`src/hdl/tcw_pkg.sv`:
```
// ---------------------------------------------------------------------------
// tcw_pkg: shared types and constants for the text console writer
// Item structs, command codes, character codes and state encodings.
// ---------------------------------------------------------------------------
package tcw_pkg;

    // default screen geometry
    localparam int COLUMNS_DEF = 80;
    localparam int ROWS_DEF    = 25;

    // character codes
    localparam logic [7:0] CH_NEWLINE = 8'd10;
    localparam logic [7:0] CH_RETURN  = 8'd13;
    localparam logic [7:0] CH_TAB     = 8'd9;
    localparam logic [7:0] CH_SPACE   = 8'd32;

    // attribute after reset, and the blank cell the screen starts with
    localparam logic [7:0]  COLOR_RESET = 8'h07;
    localparam logic [15:0] BLANK_RESET = {COLOR_RESET, CH_SPACE};

    // tab stops every TAB_STEP columns (power of two)
    localparam int TAB_STEP = 4;

    typedef enum logic [1:0] {
        CMD_PUT   = 2'd0,
        CMD_CLEAR = 2'd1,
        CMD_SET   = 2'd2,
        CMD_READ  = 2'd3
    } t_cmd;

    typedef struct packed {
        t_cmd       command;
        logic [7:0] char_code;
        logic [7:0] target_row;
        logic [7:0] target_col;
    } t_in_item;

    typedef struct packed {
        logic [4:0]  cursor_row;
        logic [6:0]  cursor_col;
        logic [15:0] cell_value;
        logic        scrolled;
    } t_out_item;

    // request from the command sequencer to the buffer sweeper
    typedef struct packed {
        logic        start;
        logic        scroll;   // 1: move rows up then blank last row, 0: blank all
        logic [15:0] blank;
    } t_sweep_cmd;

    typedef enum logic [2:0] {
        ST_INIT,
        ST_INIT_WAIT,
        ST_IDLE,
        ST_READ,
        ST_SWEEP,
        ST_PUSH
    } t_state;

    typedef enum logic [1:0] {
        SW_IDLE,
        SW_COPY,
        SW_FILL
    } t_sw_state;

endpackage

```
`src/hdl/tcw_sweep.sv`:
```
// ---------------------------------------------------------------------------
// tcw_sweep: screen buffer sweeper
// Walks the cell buffer one entry a cycle: blank fill of the whole screen,
// or scroll (copy every row up by one, then blank the last row).
// ---------------------------------------------------------------------------
module tcw_sweep #(
    parameter int COLUMNS = tcw_pkg::COLUMNS_DEF,
    parameter int ROWS    = tcw_pkg::ROWS_DEF,
    localparam int CELLS  = ROWS * COLUMNS,
    localparam int AW     = $clog2(CELLS)
) (
    input  logic                i_clk,
    input  logic                i_rst_n,
    input  tcw_pkg::t_sweep_cmd i_cmd,
    input  logic [15:0]         i_rd_data,
    output logic                o_rd_en,
    output logic [AW-1:0]       o_rd_addr,
    output logic                o_wr_en,
    output logic [AW-1:0]       o_wr_addr,
    output logic [15:0]         o_wr_data,
    output logic                o_done
);

    localparam logic [AW-1:0] ColsA   = AW'(COLUMNS);
    localparam logic [AW-1:0] CopyEnd = AW'(CELLS - COLUMNS);
    localparam logic [AW-1:0] LastA   = AW'(CELLS - 1);

    tcw_pkg::t_sw_state r_state, n_state;
    logic [AW-1:0]      r_idx, n_idx;
    logic [AW-1:0]      r_wa, n_wa;
    logic               r_pend, n_pend;
    logic [15:0]        r_blank;

    // next state
    always_comb begin
        n_state = r_state;
        unique case (r_state)
            tcw_pkg::SW_IDLE: begin
                if (i_cmd.start) begin
                    n_state = i_cmd.scroll ? tcw_pkg::SW_COPY : tcw_pkg::SW_FILL;
                end
            end
            tcw_pkg::SW_COPY: begin
                if (r_idx == CopyEnd) begin
                    n_state = tcw_pkg::SW_FILL;
                end
            end
            tcw_pkg::SW_FILL: begin
                if (r_idx == LastA) begin
                    n_state = tcw_pkg::SW_IDLE;
                end
            end
            default: n_state = tcw_pkg::SW_IDLE;
        endcase
    end

    // memory requests and counters
    always_comb begin
        n_idx     = r_idx;
        n_wa      = r_wa;
        n_pend    = r_pend;
        o_rd_en   = 1'b0;
        o_rd_addr = r_idx + ColsA;
        o_wr_en   = 1'b0;
        o_wr_addr = r_wa;
        o_wr_data = i_rd_data;
        o_done    = 1'b0;
        unique case (r_state)
            tcw_pkg::SW_IDLE: begin
                n_idx  = '0;
                n_pend = 1'b0;
            end
            tcw_pkg::SW_COPY: begin
                // write back the row below, fetched last cycle
                o_wr_en = r_pend;
                if (r_idx != CopyEnd) begin
                    o_rd_en = 1'b1;
                    n_wa    = r_idx;
                    n_pend  = 1'b1;
                    n_idx   = r_idx + AW'(1);
                end else begin
                    n_pend = 1'b0;
                end
            end
            tcw_pkg::SW_FILL: begin
                o_wr_en   = 1'b1;
                o_wr_addr = r_idx;
                o_wr_data = r_blank;
                if (r_idx == LastA) begin
                    o_done = 1'b1;
                end else begin
                    n_idx = r_idx + AW'(1);
                end
            end
            default: ;
        endcase
    end

    always_ff @(posedge i_clk) begin
        if (!i_rst_n) begin
            r_state <= tcw_pkg::SW_IDLE;
            r_idx   <= '0;
            r_pend  <= 1'b0;
        end else begin
            r_state <= n_state;
            r_idx   <= n_idx;
            r_pend  <= n_pend;
        end
    end

    // payload: pending write address and latched blank value
    always_ff @(posedge i_clk) begin
        r_wa <= n_wa;
        if (r_state == tcw_pkg::SW_IDLE && i_cmd.start) begin
            r_blank <= i_cmd.blank;
        end
    end

endmodule

```
`config.mk`:
```
export PLATFORM = sky130hd
export DESIGN_NAME = tcw_sweep
export DESIGN_NICKNAME = d
export VERILOG_FILES = /design/src/hdl/tcw_pkg.sv /design/src/hdl/tcw_sweep.sv
export SDC_FILE = /design/constraint.sdc
export NUM_CORES = 1
export LEC_CHECK = 0
export BUFFER_PORTS_ARGS = -buffer_cell sky130_fd_sc_hd__buf_2
export CAP_MARGIN = 10
export CORE_UTILIZATION = 45
export CTS_CLUSTER_SIZE = 12
export DETAILED_ROUTE_END_ITERATION = 8
export PLACE_DENSITY = 0.8
export SLEW_MARGIN = 10
export SYNTH_ARGS = -nofsm -noshare
export SYNTH_HDL_FRONTEND = slang
export SYNTH_SLANG_ARGS = --single-unit
```
`constraint.sdc`:
```
create_clock -name i_clk -period 2.29 [get_ports i_clk]
set_clock_uncertainty 0.15 [all_clocks]
set_input_delay 0.229 -clock i_clk [delete_from_list [all_inputs] [get_ports i_clk]]
set_output_delay 0.229 -clock i_clk [all_outputs]
set_load 0.05 [all_outputs]
```
==> results.py, run 1 <==
metrics = {
    "status": {
        "outcome": "completed",
    },
    "sta": {
        "tns_ns": 0,
        "fmax_mhz": 460,
        "post-route-min-period_ns": 2.18,
        "finalSetupViolCount": 0,
        "hold_ws_ns": 0.0762,
        "worstMarginPinSlew_ns": 0.428,
        "rsz0062_at_grt": "false",
        "period_share_pct": 95.0,
        "hold_viol_final": 0,
        "max-slew-margin-rel_pct": 71.4,
        "slew_violations": 0,
    },
    "grt": {
        "grt_max_degree": 29,
        "overflow": 0,
        "grt_pass1_wl_um": 8290,
        "track_usage_pct": 21.1,
        "grt_pass1_vias": 1777,
        "antenna_found_initial": 1,
    },
    "clock_network": {
        "clockRootBuffer": "clkbuf_8",
        "cts_tree": "yes",
        "cts_buffers": 5,
        "h-tree-depth": 2,
        "cts_sinks": 41,
        "cts.path.max_buffers": 2,
        "clk_latency_ns": 0.29,
        "clk_pin_slew_ns": 0.07,
    },
    "power_and_ir_drop": {
        "total_power_uw": 2440,
        "p_int_uw": 1580,
        "p_comb_share_pct": 35.7,
        "pwr-share-seq_pct": 36.4,
        "p_leak_uw": 0.00128,
        "vdd_ir_drop_max_v": 0.000299,
        "pwr_density_cell_nw_per_um2": 827,
        "p_clk_share_pct": 27.9,
        "swShare_pct": 35.1,
        "p_sw_uw": 857,
    },
    "critical_path": {
        "slowest_stage": "dfxtp_2",
        "path_max_fanout": 7,
        "cp.arrival_ns": 1.80,
        "criticalPathCategory": "flop to output pin",
        "required_ns": 1.91,
        "crit_path_cell_trace": "clkinvlp_4 -> ha_1 -> nand4_1 -> o31a_4 -> buf_2",
        "cpPeakStageDelay_ns": 0.42,
        "critical_path.endpoint_type": "output pin",
        "crit_path_start_kind": "flop",
    },
    "logic_synthesis": {
        "ys.flop_type": "edfxtp_1",
        "ys_ff_latch": 41,
        "netlist_instances": 192,
        "yosysTopAreaCell": "edfxtp_1",
        "ys_warn_count": 0,
        "yosysUniqueCellTypes": 37,
        "syn_nets": 236,
        "yosysTopAreaCellShare_pct": 37.3,
        "synth.top_cells.by_count": "edfxtp_1 (27), mux2_2 (27), dfxtp_1 (14), nand2_1 (14), inv_1 (12)",
        "synth_area_leaders": "edfxtp_1 (37%), mux2_2 (14%), dfxtp_1 (13%), ha_1 (4.6%), a32o_1 (3.2%)",
        "synthArstFlopShare_pct": 0,
        "synth-edff-count": 27,
        "netlist_area_um2": 2170,
        "seq_area_frac_synth_pct": 50.3,
        "synth.avg_cell_area_um2": 11.3,
    },
    "detailed_routing": {
        "drc_errors": 0,
        "antenna_left": 0,
        "vias": 1864,
        "wire_per_inst_um": 15.3,
        "wl_met2_um": 2700,
        "wl_met3_um": 268,
        "wl_met1_um": 2170,
        "vias_per_cell": 5.47,
        "wirelength_um": 5230,
        "drt_iter0_markers": 120,
        "firstDrtPassIters": 5,
        "routed.top_layer": "met4",
    },
    "placed_design": {
        "place.gp.congestion": 0.846,
        "portBuffers": 76,
        "dp_hpwl_um": 3390,
        "placed_area_um2": 2650,
    },
    "floorplanning": {
        "start_util_pct": 48.2,
        "std_cell_rows": 24,
        "die_h_um": 71.5,
        "fp.dieW_um": 71.5,
        "dieArea_um2": 5110,
        "fp.coreArea_um2": 4500,
        "io_pins": 77,
    },
    "cells_and_area": {
        "drive_gt1_share_pct": 45.8,
        "fin_nets": 331,
        "nFillCells": 345,
        "syn_to_final_growth_pct": 36.0,
        "final_core_util_pct": 65.6,
        "final_area_um2": 2950,
    },
    "job": {
        "max_cap_violations": 0,
    },
    "worst_hold_path": {
        "hold_class": "input port to flop",
    },
}
==> cell type report <==
cell class,instances,area (um2),share of cell area [%]
inverter,12,48.8,1.65
antenna,1,2.50,0.0847
clock buffer,5,68.8,2.33
tap,52,65.1,2.20
multi-input combinational,121,960,32.5
clock inverter,3,65.1,2.20
sequential,41,1090,37.0
timing repair buffer,106,649,22.0
==> worst max-delay path: cells and delay by family, from the launching register on <==
kind                       cells  cell delay, ns
AOI/OAI and AO/OA              1            0.23
adders and majority gates      1            0.23
buffers and inverters          2            0.42
DFF                            1            0.42
and+or+nand+nor                1            0.21
==> what timing repair did <==
item | in CTS | in global routing
pin swaps | 0 | 2
gates resized for setup | 1 | 3
hold buffers | 16 | 0
buffers inserted | 0 | 0
hold endpoints to repair | 16 | 0
setup endpoints to repair | 1 | 37
==> sequential cells by signal, summed over array words and instances (netlist names) <==
name,flops
r_state,2
r_blank,16
r_wa,11
r_idx,11
r_pend,1
==> worst paths after layout <==
check | endpoint | from | cells after the start | slack [ns]
min reg2reg | r_wa[0]$_DFFE_PP_ | r_idx[0]$_SDFFE_PN0P_ | 0 | 0.34
min | r_state[0]$_SDFFE_PN0P_ | i_cmd[16] | 3 | 0.08
max | o_rd_en | r_idx[4]$_SDFFE_PN0P_ | 5 | 0.11
max reg2reg | r_idx[4]$_SDFFE_PN0P_ | r_idx[0]$_SDFFE_PN0P_ | 6 | 0.16
==> routing by layer <==
metal,global-route usage (%),up-vias
li1,-,890
met3,3.80,8
met5,0,-
met1,26.9,900
met2,36.4,66
met4,6.97,0
==> cell families (layout without fill, tap and decap cells) <==
kind of cell             after synthesis  after routing  share of synthesized area [%]
adder cells (fa/ha/maj)                8              8                           4.61
buffers and inverters                 30            126                           6.40
flip-flops                            41             41                           50.3
AO/OA/AOI/OAI                         32             32                           10.6
AND/OR/NAND/NOR                       47             47                           11.2
other                                  0              1                              0
XOR/XNOR                               5              5                           2.02
multiplexers                          29             29                           14.9
==> power groups by stage <==
stage	Combinational (uW)	Clock, uW	Sequential (uW)
CTS	865	689	890
global placement	827	0	902
global route	919	721	896
floorplan	671	0	901
detailed placement	835	0	906
finish	871	681	890
==> metrics by stage <==
step           std cells  setup slack, ns
6_report             341            0.115
2_1_floorplan        192          -0.0391
4_1_cts              340           0.0413
3_3_place_gp         316           0.0940
5_1_grt              341           0.0280
3_5_place_dp         316           0.0950
==> cell usage in the layout (no fill, tap or decap), types with 2 or more instances in the layout <==
cell	netlist	routed
a211oi_1	2	2
a21oi_1	11	11
a32o_1	7	7
a41o_1	2	2
and3_1	2	2
buf_2	3	76
buf_4	4	13
bufinv_16	0	2
clkbuf_8	0	5
dfxtp_1	14	12
dfxtp_2	0	2
dlygate4sd3_1	0	16
edfxtp_1	27	27
ha_1	8	8
inv_1	12	11
mux2_2	27	27
mux2i_1	2	2
nand2_1	14	14
nand3_1	5	5
nand3b_1	2	2
nand4_1	2	2
nor2_1	4	4
nor2b_1	3	2
nor3_1	6	6
nor4_1	3	2
o21ai_0	4	4
or3_1	3	3
xnor2_1	4	4
(Power assumes the default switching activity.)
==> run 2: changes to the inputs <==
- CORE_MARGIN: unset -> 2
- GPL_TIMING_DRIVEN: unset -> 0
==> run 2 against run 1 <==
Register-to-register slack got worse by 0.04 ns. Via count increased by 0.32%. Sequential share of layout area decreased by 0.30 points. Highest routed layer unchanged.
==> results.py, run 2 (synthesis gave the netlist of run 1 again) <==
metrics = {
    "detailed_routing": {
        "vias_per_cell": 5.37,
        "wire_per_inst_um": 15.2,
        "wirelength_um": 5290,
        "firstDrtPassIters": 4,
        "drt_iter0_markers": 154,
        "drc_errors": 0,
        "antenna_left": 0,
        "vias": 1870,
    },
    "floorplanning": {
        "std_cell_rows": 25,
        "fp.dieW_um": 73.5,
        "fp.coreArea_um2": 4690,
        "start_util_pct": 46.3,
        "dieArea_um2": 5400,
        "io_pins": 77,
        "die_h_um": 73.5,
    },
    "grt": {
        "grt_max_degree": 18,
        "grt_pass1_wl_um": 8340,
        "track_usage_pct": 20.1,
        "overflow": 0,
        "grt_pass1_vias": 1850,
        "antenna_found_initial": 0,
    },
    "critical_path": {
        "criticalPathCategory": "flop to output pin",
        "regToRegEndpoint": "r_idx[4]$_SDFFE_PN0P_",
        "path_max_fanout": 7,
        "startpoint": "r_idx[4]$_SDFFE_PN0P_",
        "required_ns": 1.91,
        "crit_path_start_kind": "flop",
        "regToRegSetupSlack_ns": 0.12,
        "endpoint": "o_done",
        "r2r_cells": 7,
        "cp.arrival_ns": 1.85,
        "critical_path.endpoint_type": "output pin",
        "r2r_start": "r_idx[1]$_SDFFE_PN0P_",
    },
    "cells_and_area": {
        "fin_nets": 337,
        "final_common_cell": "buf_2",
        "nFillCells": 390,
        "multi_input_area_um2": 966,
        "final_core_util_pct": 63.5,
        "drive_gt1_share_pct": 45.6,
        "diodes": 0,
        "regMostFlops": "r_blank",
        "top_regs": "r_blank (16), r_idx (11), r_wa (11)",
        "regArea_um2": 1090,
        "final_cell_mix": "buf_2 (74), mux2_2 (27), edfxtp_1 (27)",
        "largest_reg_flops": 16,
        "syn_to_final_growth_pct": 37.3,
    },
    "power_and_ir_drop": {
        "p_leak_uw": 0.00129,
        "pwr_density_cell_nw_per_um2": 794,
        "vdd_ir_drop_max_v": 0.000341,
    },
    "sta": {
        "period_share_pct": 97.3,
        "worstMarginPinSlew_ns": 0.735,
        "post-route-min-period_ns": 2.23,
        "fmax_mhz": 449,
        "hold_viol_final": 0,
        "finalSetupViolCount": 0,
        "max-slew-margin-rel_pct": 51.0,
        "hold_ws_ns": 0.0768,
        "slew_violations": 0,
    },
    "placed_design": {
        "place.gp.congestion": 0.850,
        "dp_hpwl_um": 3640,
        "portBuffers": 75,
    },
    "clock_network": {
        "cts_sinks": 41,
        "cts.path.max_buffers": 2,
        "clk_pin_slew_ns": 0.07,
        "h-tree-depth": 2,
        "cts_tree": "yes",
        "clockRootBuffer": "clkbuf_8",
        "clk_latency_ns": 0.29,
        "cts_buffers": 5,
    },
    "worst_hold_path": {
        "hold_class": "input port to flop",
    },
    "status": {
        "outcome": "completed",
    },
    "job": {
        "max_cap_violations": 0,
    },
}
run 2: cell types whose count changed in the layout (fill, tap and decap cells not counted), moves of 2 or more:
cell | before | now
clkbuf_1 | 0 | 5
buf_4 | 13 | 9
buf_2 | 76 | 74
buf_6 | 1 | 3
clkbuf_4 | 0 | 4
run 2: critical path: stages (launching register included):
cell	delay, ns
dfxtp_2	0.37
clkinvlp_4	0.11
ha_1	0.16
nand4_1	0.16
buf_4	0.20
nor4_2	0.26
clkbuf_4	0.29
run 2: cell type report:
type	count	share of cell area, %
timing repair buffer	96	19.6
inverter	12	1.64
clock buffer	6	2.43
tap	54	2.27
sequential	41	36.7
clock inverter	2	1.13
buffer	16	3.82
multi-input combinational	121	32.4
run 2: how the worst min path moves through the flow:
stage,start,endpoint,slack (ns),cells after the start
after floorplan,i_cmd[0],r_blank[0]$_DFFE_PP_,0.18,0
after CTS,i_cmd[16],r_state[0]$_SDFFE_PN0P_,0.07,3
after global placement,r_idx[7]$_SDFFE_PN0P_,r_wa[7]$_DFFE_PP_,0.26,0
final,i_cmd[16],r_state[0]$_SDFFE_PN0P_,0.08,3
after global routing,i_cmd[16],r_state[0]$_SDFFE_PN0P_,0.1,3
after detailed placement,i_cmd[11],r_blank[11]$_DFFE_PP_,0.26,1
run 2: where the power goes:
group	switching [uW]	internal [uW]	leakage [uW]
clock network	233	322	0.0000528
logic	589	326	0.000857
registers	30.4	867	0.000376
total	853	1510	0.00129
run 2: routing by layer:
| metal | GRT usage [%] | share of wire [%] | wire length [um] | vias to the layer above |
|---|---|---|---|---|
| met5 | 0 | 0 | 0 | - |
| met4 | 8.28 | 2.7 | 145 | 0 |
| met3 | 3.57 | 4.1 | 216 | 15 |
| met2 | 37.0 | 53 | 2790 | 61 |
| met1 | 22.7 | 40 | 2130 | 889 |
| li1 | - | - | - | 905 |
run 2: what timing repair did:
action,CTS,global route
pin swaps,1,1
endpoints found under the setup margin,30,32
hold buffers,16,0
hold endpoints to repair,16,0
setup buffers,2,3
gates resized for setup,10,11
run 2: per-stage QoR:
stage / setup WS, ns / cells / instance area, um2 / setup TNS [ns] / power [uW]
after floorplan: -0.0391 / 192 / 2190 / -0.0391 / 1570
after global placement: -0.255 / 321 / 2640 / -3.66 / 1730
after detailed placement: -0.267 / 321 / 2640 / -4.53 / 1750
after CTS: 0.00814 / 346 / 2930 / 0 / 2350
after global routing: -0.00862 / 348 / 2980 / -0.0154 / 2470
final: 0.0621 / 348 / 2980 / 0 / 2370
